===== src/rtl/core/hlv_pkg.sv =====
// Shared constants, types and trigonometry helpers for the Hough line vote accumulator.
package hlv_pkg;

	// Accumulator geometry.
	localparam int ANGLE_BINS = 360;
	localparam int RHO_BINS   = 1024;
	localparam int COORD_BITS = 8;
	localparam int CELL_COUNT = ANGLE_BINS * RHO_BINS;

	// Fixed field widths of the channels and the offset register.
	localparam int MODE_W        = 2;
	localparam int PIXEL_W       = 8;
	localparam int EDGE_W        = 8;
	localparam int ANGLE_IDX_W   = 9;
	localparam int RHO_IDX_W     = 10;
	localparam int COUNT_W       = 16;
	localparam int OFFSET_W      = 10;
	localparam logic [OFFSET_W-1:0] RHO_OFFSET_RESET = OFFSET_W'(363);
	localparam logic [COUNT_W-1:0]  COUNT_MAX        = '1;

	// Derived widths.
	localparam int ANGLE_W = $clog2(ANGLE_BINS);
	localparam int RHO_W   = $clog2(RHO_BINS);
	localparam int ADDR_W  = $clog2(CELL_COUNT);

	// Angle arithmetic in whole degrees.
	localparam int FULL_TURN    = 360;
	localparam int HALF_TURN    = 180;
	localparam int QUARTER_TURN = 90;
	localparam int TURN_W       = $clog2(FULL_TURN + 1);
	localparam int QIDX_W       = $clog2(QUARTER_TURN + 1);

	// Fixed-point trig and vote arithmetic.
	localparam int FRAC_BITS   = 14;
	localparam int TRIG_W      = FRAC_BITS + 2;
	localparam int PROD_W      = COORD_BITS + 1 + TRIG_W;
	localparam int SUM_W       = PROD_W + 1;
	localparam int RHO_TRUNC_W = SUM_W - FRAC_BITS;
	localparam int BIN_W       = ((RHO_TRUNC_W > OFFSET_W) ? RHO_TRUNC_W : OFFSET_W) + 1;

	// Command queue depth between front and back.
	localparam int CMDQ_DEPTH = 2;
	localparam int CMDQ_PTR_W = $clog2(CMDQ_DEPTH);
	localparam int CMDQ_CNT_W = $clog2(CMDQ_DEPTH + 1);

	// Request mode codes on the input channel.
	localparam logic [MODE_W-1:0] MODE_VOTE  = 2'd0;
	localparam logic [MODE_W-1:0] MODE_READ  = 2'd1;
	localparam logic [MODE_W-1:0] MODE_CLEAR = 2'd2;

	// Sine of 0 to 90 degrees in Q1.14, rounded to nearest.
	localparam logic [FRAC_BITS:0] QUARTER_SINE [0:QUARTER_TURN] = '{
		15'd0,     15'd286,   15'd572,   15'd857,   15'd1143,  15'd1428,  15'd1713,
		15'd1997,  15'd2280,  15'd2563,  15'd2845,  15'd3126,  15'd3406,  15'd3686,
		15'd3964,  15'd4240,  15'd4516,  15'd4790,  15'd5063,  15'd5334,  15'd5604,
		15'd5872,  15'd6138,  15'd6402,  15'd6664,  15'd6924,  15'd7182,  15'd7438,
		15'd7692,  15'd7943,  15'd8192,  15'd8438,  15'd8682,  15'd8923,  15'd9162,
		15'd9397,  15'd9630,  15'd9860,  15'd10087, 15'd10311, 15'd10531, 15'd10749,
		15'd10963, 15'd11174, 15'd11381, 15'd11585, 15'd11786, 15'd11982, 15'd12176,
		15'd12365, 15'd12551, 15'd12733, 15'd12911, 15'd13085, 15'd13255, 15'd13421,
		15'd13583, 15'd13741, 15'd13894, 15'd14044, 15'd14189, 15'd14330, 15'd14466,
		15'd14598, 15'd14726, 15'd14849, 15'd14968, 15'd15082, 15'd15191, 15'd15296,
		15'd15396, 15'd15491, 15'd15582, 15'd15668, 15'd15749, 15'd15826, 15'd15897,
		15'd15964, 15'd16026, 15'd16083, 15'd16135, 15'd16182, 15'd16225, 15'd16262,
		15'd16294, 15'd16322, 15'd16344, 15'd16362, 15'd16374, 15'd16382, 15'd16384
	};

	// Operations the back end carries out.
	typedef enum logic [1:0] {
		OP_VOTE,
		OP_READ,
		OP_CLEAR
	} cmd_op_t;

	// One queued command.
	typedef struct packed {
		cmd_op_t               op;
		logic [COORD_BITS-1:0] row;
		logic [COORD_BITS-1:0] col;
		logic [ADDR_W-1:0]     read_addr;
		logic                  read_hit;
	} cmd_t;

	// Back-end status seen by the front end.
	typedef struct packed {
		logic init_busy;
	} back_status_t;

	// Back-end sequencer states.
	typedef enum logic [2:0] {
		BK_INIT,
		BK_IDLE,
		BK_VOTE,
		BK_DRAIN,
		BK_READ,
		BK_READ_WAIT,
		BK_CLEAR
	} back_state_t;

	// Q1.14 sine of a whole-degree angle below one full turn.
	function automatic logic signed [TRIG_W-1:0] sine_q14(input logic [TURN_W-1:0] d);
		logic [QIDX_W-1:0] idx;
		logic              neg;
		if (d <= TURN_W'(QUARTER_TURN)) begin
			idx = QIDX_W'(d);
			neg = 1'b0;
		end else if (d <= TURN_W'(HALF_TURN)) begin
			idx = QIDX_W'(TURN_W'(HALF_TURN) - d);
			neg = 1'b0;
		end else if (d <= TURN_W'(HALF_TURN + QUARTER_TURN)) begin
			idx = QIDX_W'(d - TURN_W'(HALF_TURN));
			neg = 1'b1;
		end else begin
			idx = QIDX_W'(TURN_W'(FULL_TURN) - d);
			neg = 1'b1;
		end
		return neg ? -TRIG_W'(QUARTER_SINE[idx]) : TRIG_W'(QUARTER_SINE[idx]);
	endfunction

	// Q1.14 cosine, taken as the sine a quarter turn further on.
	function automatic logic signed [TRIG_W-1:0] cosine_q14(input logic [TURN_W-1:0] d);
		logic [TURN_W:0] shifted;
		logic [TURN_W:0] wrapped;
		shifted = (TURN_W + 1)'(d) + (TURN_W + 1)'(QUARTER_TURN);
		wrapped = (shifted >= (TURN_W + 1)'(FULL_TURN)) ?
			shifted - (TURN_W + 1)'(FULL_TURN) : shifted;
		return sine_q14(wrapped[TURN_W-1:0]);
	endfunction

	// Linear store address of the cell at (angle, rho bin).
	function automatic logic [ADDR_W-1:0] cell_addr(input logic [ANGLE_W-1:0] angle,
			input logic [RHO_W-1:0] bin);
		return ADDR_W'(angle) * ADDR_W'(RHO_BINS) + ADDR_W'(bin);
	endfunction

endpackage


===== src/rtl/core/hlv_stream_if.sv =====
// Valid/ready channel interfaces for requests and read results.
interface hlv_cmd_if import hlv_pkg::*; ();
	logic                   valid;
	logic                   ready;
	logic [MODE_W-1:0]      mode;
	logic [PIXEL_W-1:0]     pixel_row;
	logic [PIXEL_W-1:0]     pixel_col;
	logic [EDGE_W-1:0]      edge_value;
	logic [ANGLE_IDX_W-1:0] angle_index;
	logic [RHO_IDX_W-1:0]   rho_index;

	modport source (
		output valid, mode, pixel_row, pixel_col, edge_value, angle_index, rho_index,
		input  ready
	);
	modport sink (
		input  valid, mode, pixel_row, pixel_col, edge_value, angle_index, rho_index,
		output ready
	);
endinterface



===== src/rtl/core/hlv_front.sv =====
// Front end: accepts request transactions and classifies them into queue commands.
module hlv_front import hlv_pkg::*; (
	hlv_cmd_if.sink      cmd,
	input  back_status_t status,
	input  logic         q_full,
	output logic         q_push,
	output cmd_t         q_cmd
);

	logic useful;

	// Accept whenever the queue has room, except during the clearing pass after reset.
	assign cmd.ready = !q_full && !status.init_busy;

	// Decode the mode; a silent pixel and the unused mode are dropped here.
	always_comb begin
		q_cmd.op        = OP_VOTE;
		q_cmd.row       = COORD_BITS'(cmd.pixel_row);
		q_cmd.col       = COORD_BITS'(cmd.pixel_col);
		q_cmd.read_addr = cell_addr(ANGLE_W'(cmd.angle_index), RHO_W'(cmd.rho_index));
		q_cmd.read_hit  = (int'(cmd.angle_index) < ANGLE_BINS) &&
			(int'(cmd.rho_index) < RHO_BINS);
		useful          = 1'b0;
		case (cmd.mode)
			MODE_VOTE: begin
				q_cmd.op = OP_VOTE;
				useful   = (cmd.edge_value != '0);
			end
			MODE_READ: begin
				q_cmd.op = OP_READ;
				useful   = 1'b1;
			end
			MODE_CLEAR: begin
				q_cmd.op = OP_CLEAR;
				useful   = 1'b1;
			end
			default: begin
				useful = 1'b0;
			end
		endcase
	end

	assign q_push = cmd.valid && cmd.ready && useful;

endmodule


===== src/flat_wrapper.sv =====
// flat-port wrapper written by rule: the top's interface ports become plain ports
module hlv_front_flat import hlv_pkg::*;
  (status, q_full, q_push, q_cmd, cmd_valid, cmd_mode, cmd_pixel_row, cmd_pixel_col, cmd_edge_value, cmd_angle_index, cmd_rho_index, cmd_ready);
  hlv_cmd_if cmd_i ();
  input  back_status_t status;
  input  logic q_full;
  output logic q_push;
  output cmd_t q_cmd;
  input wire logic [$bits(cmd_i.valid)-1:0] cmd_valid;
  input wire logic [$bits(cmd_i.mode)-1:0] cmd_mode;
  input wire logic [$bits(cmd_i.pixel_row)-1:0] cmd_pixel_row;
  input wire logic [$bits(cmd_i.pixel_col)-1:0] cmd_pixel_col;
  input wire logic [$bits(cmd_i.edge_value)-1:0] cmd_edge_value;
  input wire logic [$bits(cmd_i.angle_index)-1:0] cmd_angle_index;
  input wire logic [$bits(cmd_i.rho_index)-1:0] cmd_rho_index;
  output wire logic [$bits(cmd_i.ready)-1:0] cmd_ready;
  assign cmd_i.valid = cmd_valid;
  assign cmd_i.mode = cmd_mode;
  assign cmd_i.pixel_row = cmd_pixel_row;
  assign cmd_i.pixel_col = cmd_pixel_col;
  assign cmd_i.edge_value = cmd_edge_value;
  assign cmd_i.angle_index = cmd_angle_index;
  assign cmd_i.rho_index = cmd_rho_index;
  assign cmd_ready = cmd_i.ready;
  hlv_front u_core (.cmd(cmd_i), .status(status), .q_full(q_full), .q_push(q_push), .q_cmd(q_cmd));
endmodule

===== config.mk =====
export PLATFORM = sky130hd
export DESIGN_NAME = hlv_front_flat
export DESIGN_NICKNAME = d
export VERILOG_FILES = /design/src/rtl/core/hlv_pkg.sv /design/src/rtl/core/hlv_stream_if.sv /design/src/rtl/core/hlv_front.sv /design/src/flat_wrapper.sv
export SDC_FILE = /design/constraint.sdc
export NUM_CORES = 1
export LEC_CHECK = 0
export BUFFER_PORTS_ARGS = -buffer_cell sky130_fd_sc_hd__clkbuf_2
export CORE_MARGIN = 4
export CORE_UTILIZATION = 22
export DETAILED_ROUTE_END_ITERATION = 16
export PLACE_DENSITY = 0.83
export SYNTH_ARGS = -nofsm -noshare
export SYNTH_HDL_FRONTEND = slang
export SYNTH_SLANG_ARGS = --single-unit

===== constraint.sdc =====
create_clock -name vclk -period 0.9
set_clock_uncertainty 0.15 [all_clocks]
set_input_delay 0.135 -clock vclk [all_inputs]
set_output_delay 0.135 -clock vclk [all_outputs]
set_load 0.01 [all_outputs]

==> qor.yml <==
critPathTopFamily: "buffers and inverters"
post-route-util: 0.244
final-seq-area_sq_um: 0
routed_wire_length_per_instance_um: 11.6
floorplan.die.height_um: 49.6
post-layout-total-power_w: 0.000151
via_per_inst: 4.29
numPortBuffers: 30
placement_rows: 14
post-cts-setup-buffers: 0
synth.largest_area_cell: "buf_4"
worstSetupStartpointType: "input pin"
final_hold_viol_count: 0
final_period_minus_worst_setup_slack_ps: 1230
critPathMaxStageDelay_ps: 260
post_synth.cell_area_avg_sq_um: 7.76
design.die.area_sq_mm: 0.00246
total_leakage_power_nw: 0.213
synth_sequential_area_ratio: 0
grt_pass1_wl_um: 1050
insertedDiodeCount: 0
power.clock.fraction: 0
core_region_area_sq_mm: 0.00158
place_hpwl_um: 620
finalCritPeriodShare: 1.37
grt_max_degree: 4
vias: 266
worstSetupPathType: "in -> out"
finalNetCount: 100
worstPathBufferInverterCount: 3
ys.warnings.count: 0
first_iter_violations: 0
crit_path_max_fanout: 3
floorplan.die.width_um: 49.6
syn_nets: 101
wirelength_um: 720
mappedNetlistArea_sq_um: 380
setup_ws_ps: -329
synth_cell_type_count: 10
slowest_stage: "ha_2"
flow.area_growth_from_synthesis_pct: 0.987
final-setup-viol-count: 3
globalRouteOverflowTotal: 0
cts_hold_buf: 0
rsz0062_at_grt: "yes"
timing.critical_path.cells: "clkbuf_8 > inv_2 > ha_2 > o2111a_1 > clkbuf_2"
overall_routing_resource_usage: 0.0505
synth.area.top_cells: "buf_4 (69%), ha_1 (13%), nor4_2 (3.3%), inv_1 (3.0%), o2111a_1 (3.0%)"
run_status: "finished with violations"
initial_utilization: 0.241
maxSlewViolCount: 0
gp_congestion: 0.589
synth.most_common_cell: "buf_4"
drc_errors: 0
ant_nets: 0
required_ps: 610
synth_top_cell_area_share: 0.691
design_area_sq_um: 384
critPathArrivalTime_ps: 940
max_freq_ghz: 0.814
comb_power_share: 1.000
timing_worst_slew_pin_value_ps: 237
final.fill_count: 178
number_of_logic_stages_on_the_critical_path_including_buffering: 5
internal_power_w: 0.0000848
setup_tns_ps: -410
sw_share: 0.437
worst_max_slew_margin_expressed_relative_to_the_limit: 0.840
number_of_sequential_cells_in_the_layout: 0
classification_of_the_worst_slack_hold_path: "in -> out"
post_dp_cell_area_sq_um: 303
detail_route.first_pass.iterations: 1
hold-path-cell-count: 0
timing.critical_path.to_type: "output pin"
power.share.sequential: 0
number_of_i_o_pins: 88
failed_checks: "negative setup slack"
post_synthesis_cells: 49
power_density_mw_per_mm2: 392
antenna_found_initial: 0
netlist_top_cells_count: "buf_4 (35), ha_1 (4), inv_1 (3)"
final_layout_clock_buffer_total: 0
grt_pass1_vias: 281
p_switching_w: 0.0000659
maxCapViolCount: 0
vdd_drop_max_mv: 0.129
post_route_cells_drive_above_1_share: 0.891
[stage by stage]
step                cells  worst slack, ps  hold slack (ps)
floorplan              49             -115              170
global placement       62             -347              120
detailed placement     62             -369              120
CTS                    62             -326              120
global route           62             -384              120
finish                 62             -329              120
[layout by cell type (no fill, tap or decap), drive strengths merged]
cell and instances:
clkbuf 26, buf 6, ha 4, inv 3, nor4 2, o211a 1
o21ai 1, nor2 1, a21boi 1, o2111a 1
[cell type report]
cell class         count  area [sq um]  share of cell area
well taps             16          20.0              0.0521
repair buffers        32           204               0.531
multi-input cells     11           146               0.381
inverters              3          13.8              0.0358
[cell families (layout without fill, tap and decap cells)]
kind of cell / after synthesis / count (layout) / share of synthesized area
and+or+nand+nor: 3 / 3 / 0.0592
AOI/OAI and AO/OA: 4 / 4 / 0.0888
buffers and inverters: 38 / 35 / 0.720
adders and majority gates: 4 / 4 / 0.132
[power by group through the flow]
stage | combinational [W] | clock [W] | sequential (W)
floorplan | 0.000187 | 0 | 0
global placement | 0.000112 | 0 | 0
detailed placement | 0.000117 | 0 | 0
CTS | 0.000131 | 0 | 0
global route | 0.000164 | 0 | 0
finish | 0.000151 | 0 | 0
[path summary, 6_finish.rpt]
path                    end               start  slack [ps]
hold / removal    q_cmd[12]  cmd_angle_index[1]         120
setup / recovery     q_push         cmd_mode[0]        -330
[per-layer routing]
layer,part of all wire,up-vias,global-route usage
li1,-,115,-
met1,0.32,122,0.0412
met2,0.51,27,0.112
met3,0.17,2,0.00602
met4,0.0069,0,0.0230
met5,0,-,0
[timing repair]
item                                    4_1_cts  5_1_grt
endpoints found under the setup margin        4        4
resized for setup                            10       11
pin swaps                                     0        3
No activity file was read; power rests on OpenSTA's default activity.
