--- config.mk ---
export PLATFORM = sky130hd
export DESIGN_NAME = hlv_cmd_fifo
export DESIGN_NICKNAME = d
export VERILOG_FILES = /design/src/rtl/core/hlv_pkg.sv /design/src/rtl/core/hlv_cmd_fifo.sv
export SDC_FILE = /design/constraint.sdc
export NUM_CORES = 1
export LEC_CHECK = 0
export ABC_AREA = 0
export BUFFER_PORTS_ARGS = -buffer_cell sky130_fd_sc_hd__buf_4
export CAP_MARGIN = 20
export CELL_PAD_IN_SITES_DETAIL_PLACEMENT = 0
export CELL_PAD_IN_SITES_GLOBAL_PLACEMENT = 1
export CORE_MARGIN = 3
export CORE_UTILIZATION = 40
export CTS_CLUSTER_SIZE = 25
export DETAILED_ROUTE_END_ITERATION = 10
export HOLD_SLACK_MARGIN = 0.08
export PLACE_DENSITY = 0.71
export SYNTH_ARGS = -nofsm -noshare
export SYNTH_HDL_FRONTEND = slang
export SYNTH_SLANG_ARGS = --single-unit
--- constraint.sdc ---
create_clock -name clk -period 8 [get_ports clk]
set_clock_uncertainty 0.1 [all_clocks]
set_input_delay 0.8 -clock clk [delete_from_list [all_inputs] [get_ports clk]]
set_output_delay 0.8 -clock clk [all_outputs]
set_load 0.1 [all_outputs]
--- src/rtl/core/hlv_pkg.sv ---
// Shared constants, types and trigonometry helpers for the Hough line vote accumulator.
package hlv_pkg;

	// Accumulator geometry.
	localparam int ANGLE_BINS = 360;
	localparam int RHO_BINS   = 1024;
	localparam int COORD_BITS = 8;
	localparam int CELL_COUNT = ANGLE_BINS * RHO_BINS;

	// Fixed field widths of the channels and the offset register.
	localparam int MODE_W        = 2;
	localparam int PIXEL_W       = 8;
	localparam int EDGE_W        = 8;
	localparam int ANGLE_IDX_W   = 9;
	localparam int RHO_IDX_W     = 10;
	localparam int COUNT_W       = 16;
	localparam int OFFSET_W      = 10;
	localparam logic [OFFSET_W-1:0] RHO_OFFSET_RESET = OFFSET_W'(363);
	localparam logic [COUNT_W-1:0]  COUNT_MAX        = '1;

	// Derived widths.
	localparam int ANGLE_W = $clog2(ANGLE_BINS);
	localparam int RHO_W   = $clog2(RHO_BINS);
	localparam int ADDR_W  = $clog2(CELL_COUNT);

	// Angle arithmetic in whole degrees.
	localparam int FULL_TURN    = 360;
	localparam int HALF_TURN    = 180;
	localparam int QUARTER_TURN = 90;
	localparam int TURN_W       = $clog2(FULL_TURN + 1);
	localparam int QIDX_W       = $clog2(QUARTER_TURN + 1);

	// Fixed-point trig and vote arithmetic.
	localparam int FRAC_BITS   = 14;
	localparam int TRIG_W      = FRAC_BITS + 2;
	localparam int PROD_W      = COORD_BITS + 1 + TRIG_W;
	localparam int SUM_W       = PROD_W + 1;
	localparam int RHO_TRUNC_W = SUM_W - FRAC_BITS;
	localparam int BIN_W       = ((RHO_TRUNC_W > OFFSET_W) ? RHO_TRUNC_W : OFFSET_W) + 1;

	// Command queue depth between front and back.
	localparam int CMDQ_DEPTH = 2;
	localparam int CMDQ_PTR_W = $clog2(CMDQ_DEPTH);
	localparam int CMDQ_CNT_W = $clog2(CMDQ_DEPTH + 1);

	// Request mode codes on the input channel.
	localparam logic [MODE_W-1:0] MODE_VOTE  = 2'd0;
	localparam logic [MODE_W-1:0] MODE_READ  = 2'd1;
	localparam logic [MODE_W-1:0] MODE_CLEAR = 2'd2;

	// Sine of 0 to 90 degrees in Q1.14, rounded to nearest.
	localparam logic [FRAC_BITS:0] QUARTER_SINE [0:QUARTER_TURN] = '{
		15'd0,     15'd286,   15'd572,   15'd857,   15'd1143,  15'd1428,  15'd1713,
		15'd1997,  15'd2280,  15'd2563,  15'd2845,  15'd3126,  15'd3406,  15'd3686,
		15'd3964,  15'd4240,  15'd4516,  15'd4790,  15'd5063,  15'd5334,  15'd5604,
		15'd5872,  15'd6138,  15'd6402,  15'd6664,  15'd6924,  15'd7182,  15'd7438,
		15'd7692,  15'd7943,  15'd8192,  15'd8438,  15'd8682,  15'd8923,  15'd9162,
		15'd9397,  15'd9630,  15'd9860,  15'd10087, 15'd10311, 15'd10531, 15'd10749,
		15'd10963, 15'd11174, 15'd11381, 15'd11585, 15'd11786, 15'd11982, 15'd12176,
		15'd12365, 15'd12551, 15'd12733, 15'd12911, 15'd13085, 15'd13255, 15'd13421,
		15'd13583, 15'd13741, 15'd13894, 15'd14044, 15'd14189, 15'd14330, 15'd14466,
		15'd14598, 15'd14726, 15'd14849, 15'd14968, 15'd15082, 15'd15191, 15'd15296,
		15'd15396, 15'd15491, 15'd15582, 15'd15668, 15'd15749, 15'd15826, 15'd15897,
		15'd15964, 15'd16026, 15'd16083, 15'd16135, 15'd16182, 15'd16225, 15'd16262,
		15'd16294, 15'd16322, 15'd16344, 15'd16362, 15'd16374, 15'd16382, 15'd16384
	};

	// Operations the back end carries out.
	typedef enum logic [1:0] {
		OP_VOTE,
		OP_READ,
		OP_CLEAR
	} cmd_op_t;

	// One queued command.
	typedef struct packed {
		cmd_op_t               op;
		logic [COORD_BITS-1:0] row;
		logic [COORD_BITS-1:0] col;
		logic [ADDR_W-1:0]     read_addr;
		logic                  read_hit;
	} cmd_t;

	// Back-end status seen by the front end.
	typedef struct packed {
		logic init_busy;
	} back_status_t;

	// Back-end sequencer states.
	typedef enum logic [2:0] {
		BK_INIT,
		BK_IDLE,
		BK_VOTE,
		BK_DRAIN,
		BK_READ,
		BK_READ_WAIT,
		BK_CLEAR
	} back_state_t;

	// Q1.14 sine of a whole-degree angle below one full turn.
	function automatic logic signed [TRIG_W-1:0] sine_q14(input logic [TURN_W-1:0] d);
		logic [QIDX_W-1:0] idx;
		logic              neg;
		if (d <= TURN_W'(QUARTER_TURN)) begin
			idx = QIDX_W'(d);
			neg = 1'b0;
		end else if (d <= TURN_W'(HALF_TURN)) begin
			idx = QIDX_W'(TURN_W'(HALF_TURN) - d);
			neg = 1'b0;
		end else if (d <= TURN_W'(HALF_TURN + QUARTER_TURN)) begin
			idx = QIDX_W'(d - TURN_W'(HALF_TURN));
			neg = 1'b1;
		end else begin
			idx = QIDX_W'(TURN_W'(FULL_TURN) - d);
			neg = 1'b1;
		end
		return neg ? -TRIG_W'(QUARTER_SINE[idx]) : TRIG_W'(QUARTER_SINE[idx]);
	endfunction

	// Q1.14 cosine, taken as the sine a quarter turn further on.
	function automatic logic signed [TRIG_W-1:0] cosine_q14(input logic [TURN_W-1:0] d);
		logic [TURN_W:0] shifted;
		logic [TURN_W:0] wrapped;
		shifted = (TURN_W + 1)'(d) + (TURN_W + 1)'(QUARTER_TURN);
		wrapped = (shifted >= (TURN_W + 1)'(FULL_TURN)) ?
			shifted - (TURN_W + 1)'(FULL_TURN) : shifted;
		return sine_q14(wrapped[TURN_W-1:0]);
	endfunction

	// Linear store address of the cell at (angle, rho bin).
	function automatic logic [ADDR_W-1:0] cell_addr(input logic [ANGLE_W-1:0] angle,
			input logic [RHO_W-1:0] bin);
		return ADDR_W'(angle) * ADDR_W'(RHO_BINS) + ADDR_W'(bin);
	endfunction

endpackage

--- src/rtl/core/hlv_cmd_fifo.sv ---
// Short command queue that decouples the front end from the back end.
module hlv_cmd_fifo import hlv_pkg::*; (
	input  logic clk,
	input  logic arst_n,
	input  logic push,
	input  cmd_t push_cmd,
	output logic full,
	input  logic pop,
	output logic valid,
	output cmd_t head_cmd
);

	cmd_t                  slot_q [CMDQ_DEPTH];
	logic [CMDQ_PTR_W-1:0] wr_ptr_q;
	logic [CMDQ_PTR_W-1:0] rd_ptr_q;
	logic [CMDQ_CNT_W-1:0] count_q;
	logic                  do_push;
	logic                  do_pop;

	assign full     = (count_q == CMDQ_CNT_W'(CMDQ_DEPTH));
	assign valid    = (count_q != '0);
	assign head_cmd = slot_q[rd_ptr_q];
	assign do_push  = push && !full;
	assign do_pop   = pop && valid;

	// Pointers and fill count.
	always_ff @(posedge clk or negedge arst_n) begin
		if (!arst_n) begin
			wr_ptr_q <= '0;
			rd_ptr_q <= '0;
			count_q  <= '0;
		end else begin
			if (do_push) begin
				wr_ptr_q <= (wr_ptr_q == CMDQ_PTR_W'(CMDQ_DEPTH - 1)) ? '0 : wr_ptr_q + 1'b1;
			end
			if (do_pop) begin
				rd_ptr_q <= (rd_ptr_q == CMDQ_PTR_W'(CMDQ_DEPTH - 1)) ? '0 : rd_ptr_q + 1'b1;
			end
			case ({do_push, do_pop})
				2'b10:   count_q <= count_q + 1'b1;
				2'b01:   count_q <= count_q - 1'b1;
				default: count_q <= count_q;
			endcase
		end
	end

	// Command storage.
	always_ff @(posedge clk) begin
		if (do_push) begin
			slot_q[wr_ptr_q] <= push_cmd;
		end
	end

	// A push into a full queue would lose a command.
	assert property (@(posedge clk) disable iff (!arst_n) push |-> !full)
		else $error("command pushed into a full queue");

endmodule

==> results_dict.tcl, run 1 <==
set metrics [dict create \
    outcome "finished, final reports clean" \
    syn_avg_cell_area_sq_um 21.97 \
    cts_htree_levels 3 \
    viasPerCell 4.512 \
    final_layout_size_suffix_gt1_frac 0.6087 \
    groute.usage.overall 0.1229 \
    yosysMostFrequentCell "edfxtp_1" \
    post-cts-setup-buffers 0 \
    seq_area_sq_um 2384 \
    r2r_slack_ns 6.13 \
    top_layer_used "met4" \
    critical_path_arrival_ns 2.06 \
    clkTransAtPathRegs_ns 0.08 \
    diodes 0 \
    nets 268 \
    r2r-end "slot_q[1][34]" \
    tightest_slew_ns 1.005 \
    finalSetupViolCount 0 \
    synth_flop_cell "edfxtp_1" \
    antenna_found_initial 0 \
    syn-num-nets 179 \
    vias 1471 \
    ctsResizeCount 0 \
    async_flop_share 0.05000 \
    start_util 0.4257 \
    rr_worst_depth 2 \
    wl_met2_microns 2246 \
    ioPinCount 82 \
    die-area_sq_um 8542 \
    drt-total-wl_microns 4942 \
    critPathLaunch "rd_ptr_q" \
    drtAntennaViolNets 0 \
    met1_length_microns 2189 \
    cts_tree "yes" \
    placed_area_sq_um 3712 \
    synth.largest_area_cell "edfxtp_1" \
    drv_slew 0 \
    gp_congestion 0.6685 \
    period_share 0.3695 \
    netlist_top_cells_count "edfxtp_1 (76), mux2_2 (28), mux2_4 (10)" \
    fill_cells 559 \
    crit_required_ns 7.10 \
    dp_hpwl_microns 3228 \
    fin_tns_setup_ns 0 \
    ys_seq_area_frac 0.7973 \
    holdWs_ns 0.1433 \
    core_sq_um 7019 \
    die_y_microns 92.43 \
    synth_top_cell_area_share 0.7638 \
    clock_path_buffers 2 \
    fin_crit_ns 2.956 \
    cts_hold_buf 0 \
    drc 0 \
    synth-edff-count 76 \
    drv_cap 0 \
    slew_headroom 0.3302 \
    synth_cell_types 17 \
    hold_path_class "primary input to asynchronous set/reset pin" \
    overflow 0 \
    ys_seq_elements 80 \
    netlist_area_sq_um 2988 \
    rows 30 \
    worstSetupStartpointType "flop" \
    cts_sinks 80 \
    grt_max_degree 40 \
    area_growth_pct 33.21 \
    wl_met3_microns 433 \
    utilization 0.5670 \
    dr.pass1.iters 4 \
    timing.rr.start "count_q[0]" \
    portBuffers 81 \
    drt_iter0_markers 86 \
    path_max_fanout 39 \
    multi_input_area_sq_um 569.3 \
    cts-root-buf "clkbuf_8" \
    syn_inst 136 \
    synth.top_cells.by_area "edfxtp_1 (76%), mux2_2 (11%), mux2_4 (5.0%), dfrtp_1 (3.4%), xnor2_1 (0.88%)" \
    path_class "flop to output pin" \
    insertion_delay_ns 0.33 \
    max_freq_mhz 338.3 \
    cts_buffers 9 \
    hold_violations 0 \
    wl_per_cell_microns 15.16 \
    yosysWarnings 0 \
    die_w_microns 92.43 \
    rsz0062_at_grt "no" \
    grt_pass1_wl_microns 7866 \
    final_area_sq_um 3980 \
    crit_path_end_kind "output pin" \
    first_global_vias 1585 \
]
-- cells in the final DEF, fill, tap and decap left out --
cell type and count:
clkinvlp_4 2, buf_16 1, ha_1 1, edfxtp_1 76
bufinv_16 4, mux2_2 28, nor2_4 1, and2_4 1
and3_2 1, clkbuf_8 9, dfrtp_1 3, inv_1 1
nand2b_1 1, buf_4 81, nand2_1 1, dfrtp_2 1
xnor2_1 3, mux2_4 10, xor2_1 2, or2_1 1
clkinv_4 1, nor2_1 1
-- sequential cells by signal, summed over array words and instances (netlist names) --
| signal | flops |
|---|---|
| slot_q | 76 |
| count_q | 2 |
| rd_ptr_q | 1 |
| wr_ptr_q | 1 |
-- how the worst max path moves through the flow --
stage,depth (start not counted),slack [ns],endpoint
final,2,5.04,head_cmd[31]
after global routing,2,4.90,head_cmd[17]
after CTS,2,4.98,head_cmd[17]
after detailed placement,2,5.37,head_cmd[17]
after global placement,2,5.37,head_cmd[17]
after floorplan,2,4.97,slot_q[0][0]
-- routing by layer --
| metal | GRT usage | vias up |
|---|---|---|
| met5 | 0 | - |
| met1 | 0.1554 | 695 |
| met4 | 0.06312 | 0 |
| li1 | - | 704 |
| met3 | 0.04468 | 9 |
| met2 | 0.1855 | 63 |
-- layout make-up --
class                      instances  share of cell area
inverter                           1           0.0009431
clock buffer                       9             0.03112
tap                               96             0.03018
multi-input combinational         51              0.1430
sequential                        80              0.5989
timing repair buffer              82              0.1597
clock inverter                     7             0.03615
-- critical path, cell delays in order (launching register included) --
cell	delay (ns)
dfrtp_2	1.03
mux2_2	0.43
buf_4	0.24
-- per-stage QoR --
step,setup WS (ns),cells
floorplan,4.970,136
global placement,5.367,309
detailed placement,5.370,310
CTS,4.980,326
global route,4.904,326
finish,5.044,326
-- kinds of logic (layout without fill, tap and decap cells) --
logic type / Yosys count / in the layout / share of synthesized area
fa+ha+maj: 1 / 1 / 0.004187
xor+xnor: 5 / 5 / 0.01466
simple gates: 7 / 7 / 0.01299
buf+inv: 5 / 99 / 0.01507
flops: 80 / 80 / 0.7973
mux: 38 / 38 / 0.1558
Power of run 1 is not shown: default switching activity piles up to over one toggle a cycle in this logic, so the estimate is an artifact.
==> run 2: changes to the inputs <==
--- a/config.mk
+++ b/config.mk
@@ -5,17 +5,17 @@
 export SDC_FILE = /design/constraint.sdc
 export NUM_CORES = 1
 export LEC_CHECK = 0
-export ABC_AREA = 0
+export ABC_AREA = 1
 export BUFFER_PORTS_ARGS = -buffer_cell sky130_fd_sc_hd__buf_4
 export CAP_MARGIN = 20
 export CELL_PAD_IN_SITES_DETAIL_PLACEMENT = 0
 export CELL_PAD_IN_SITES_GLOBAL_PLACEMENT = 1
 export CORE_MARGIN = 3
-export CORE_UTILIZATION = 40
+export CORE_UTILIZATION = 37
 export CTS_CLUSTER_SIZE = 25
 export DETAILED_ROUTE_END_ITERATION = 10
 export HOLD_SLACK_MARGIN = 0.08
-export PLACE_DENSITY = 0.71
+export PLACE_DENSITY = 0.73
 export SYNTH_ARGS = -nofsm -noshare
 export SYNTH_HDL_FRONTEND = slang
 export SYNTH_SLANG_ARGS = --single-unit
==> constraint.sdc (replaced) <==
create_clock -name clk -period 2.6 [get_ports clk]
set_clock_uncertainty 0.1 [all_clocks]
set_input_delay 0.26 -clock clk [delete_from_list [all_inputs] [get_ports clk]]
set_output_delay 0.26 -clock clk [all_outputs]
set_load 0.1 [all_outputs]
==> results_dict.tcl, run 2 <==
set metrics [dict create \
    portBuffers 81 \
    path_cells "inv_2 -> buf_12 -> nand2_1 -> nand2_1 -> buf_4" \
    synth_top_cell_area_share 0.7648 \
    final_common_cell "nand2_1" \
    crit_buf_inv 3 \
    path_class "flop to output pin" \
    rr_worst_depth 5 \
    largestRegisters "slot_q x76, count_q x2" \
    largest_reg_flops 76 \
    drtAntennaViolNets 0 \
    drv_slew 0 \
    drt-total-wl_microns 5877 \
    die_w_microns 95.81 \
    viasPerCell 4.298 \
    ioPinCount 82 \
    insertion_delay_ns 0.33 \
    first_global_vias 2052 \
    yosysWarnings 0 \
    path_max_fanout 24 \
    synth_flop_cell "edfxtp_1" \
    grt_max_degree 40 \
    syn-num-nets 273 \
    finalSetupViolCount 0 \
    syn_inst 230 \
    multi_input_area_sq_um 530.5 \
    yosysMostFrequentCell "nand2_1" \
    nets 402 \
    start_util 0.3842 \
    cts_htree_levels 3 \
    dr.pass1.iters 4 \
    synth.top_cells.by_area "edfxtp_1 (76%), nand2_1 (16%), dfrtp_1 (3.4%), inv_1 (1.0%), buf_2 (0.84%)" \
    grt_pass1_wl_microns 9259 \
    core_sq_um 7767 \
    seq_area_sq_um 2382 \
    hold_path_class "primary input to asynchronous set/reset pin" \
    synth_cell_types 13 \
    rsz0062_at_grt "no" \
    netlist_area_sq_um 2984 \
    die_y_microns 95.81 \
    clock_path_buffers 2 \
    largest-register "slot_q" \
    tightest_slew_ns 0.6666 \
    ys_seq_area_frac 0.7983 \
    antenna_found_initial 0 \
    crit_path_end_kind "output pin" \
    fill_cells 674 \
    clkTransAtPathRegs_ns 0.08 \
    fin_crit_ns 1.993 \
    slowest_delay_ns 0.39 \
    drv_cap 0 \
    cpMaxStageDelayCell "dfrtp_1" \
    ys_seq_elements 80 \
    netlist_top_cells_count "nand2_1 (124), edfxtp_1 (76), inv_1 (8)" \
    synth.largest_area_cell "edfxtp_1" \
    cts_buffers 9 \
    area_growth_pct 45.70 \
    final_layout_size_suffix_gt1_frac 0.2802 \
    max_freq_mhz 501.7 \
    worstSetupStartpointType "flop" \
    slew_headroom 0.5529 \
    cp_top_family "buffers and inverters" \
    fin_tns_setup_ns 0 \
    synth-edff-count 76 \
    cts_sinks 80 \
    dp_hpwl_microns 3759 \
    wl_per_cell_microns 12.61 \
    crit_required_ns 2.24 \
    drt_iter0_markers 50 \
    rows 32 \
    drc 0 \
    vias 2003 \
    groute.usage.overall 0.1357 \
    hold_violations 0 \
    syn_avg_cell_area_sq_um 12.97 \
    utilization 0.5598 \
    die-area_sq_um 9179 \
    cts_tree "yes" \
    layout_common_cells "nand2_1 (124), buf_4 (82), edfxtp_1 (76)" \
    overflow 0 \
    cts-root-buf "clkbuf_8" \
    diodes 0 \
    timing.rr.start "count_q[0]" \
    outcome "finished, final reports clean" \
    gp_congestion 0.7724 \
    cpMostUsedCell "nand2_1" \
    critical_path_arrival_ns 1.63 \
    async_flop_share 0.05000 \
    r2r_slack_ns 0.61 \
    period_share 0.7666 \
    r2r-end "slot_q[0][24]" \
]
==> run 2: changes by cell type after synthesis, sizes merged <==
cell    before  now
nand3        0    3
o21ai        0    1
nand2b       1    0
or2          1    0
and2         1    0
mux2        38    0
inv          1    9
and3         1    0
xor2         2    0
xnor2        3    1
nand4        0    1
nand2        1  124
buf          4    8
==> run 2: routing by layer <==
| metal | vias up | GRT usage | wire, microns |
|---|---|---|---|
| met2 | 52 | 0.2409 | 3060 |
| li1 | 1023 | - | - |
| met1 | 919 | 0.1569 | 2445 |
| met5 | - | 0 | 0 |
| met4 | 0 | 0.05687 | 73 |
| met3 | 9 | 0.03127 | 297 |
==> run 2: kinds of logic after synthesis <==
group | share of synthesized area
AOI/OAI and AO/OA | 0.001676
adders and majority gates | 0.004192
xor gates and xnor gates | 0.002936
and+or+nand+nor | 0.1656
DFF | 0.7983
buffers and inverters | 0.02725
==> run 2: worst max-delay path by stage <==
stage	from	end	slack [ns]	cells past startpoint
detailed placement	count_q[0]	slot_q[0][10]	0.61	5
global route	count_q[0]	slot_q[0][24]	0.45	5
floorplan	count_q[0]	slot_q[0][0]	0.19	4
global placement	count_q[0]	slot_q[0][10]	0.60	5
CTS	rd_ptr_q	head_cmd[4]	0.57	5
finish	rd_ptr_q	head_cmd[17]	0.61	5
==> run 2: cell type report <==
cell class / count / area share
tap: 102 / 0.02935
timing repair buffer: 126 / 0.2498
sequential: 80 / 0.5479
clock buffer: 10 / 0.02935
multi-input combinational: 133 / 0.1220
clock inverter: 6 / 0.01381
inverter: 9 / 0.007770
==> run 2: per-stage QoR <==
| step | instance area (sq um) | setup slack [ns] | hold slack [ns] | instances |
|---|---|---|---|---|
| after floorplan | 2989 | 0.1920 | -0.1356 | 230 |
| after global placement | 3750 | 0.6042 | -0.03984 | 409 |
| after detailed placement | 3750 | 0.6058 | -0.04030 | 409 |
| after CTS | 4348 | 0.5712 | 0.1319 | 466 |
| after global routing | 4348 | 0.4480 | 0.1482 | 466 |
| final | 4348 | 0.6068 | 0.1596 | 466 |
==> run 2: timing repair <==
item | CTS | global route
hold buffers | 41 | 0
gates resized for setup | 0 | 0
buffers inserted | 0 | 0
endpoints found under the setup margin | 0 | 0
endpoints found under the hold margin | 82 | 0
Power of run 2 is left out for the same reason.
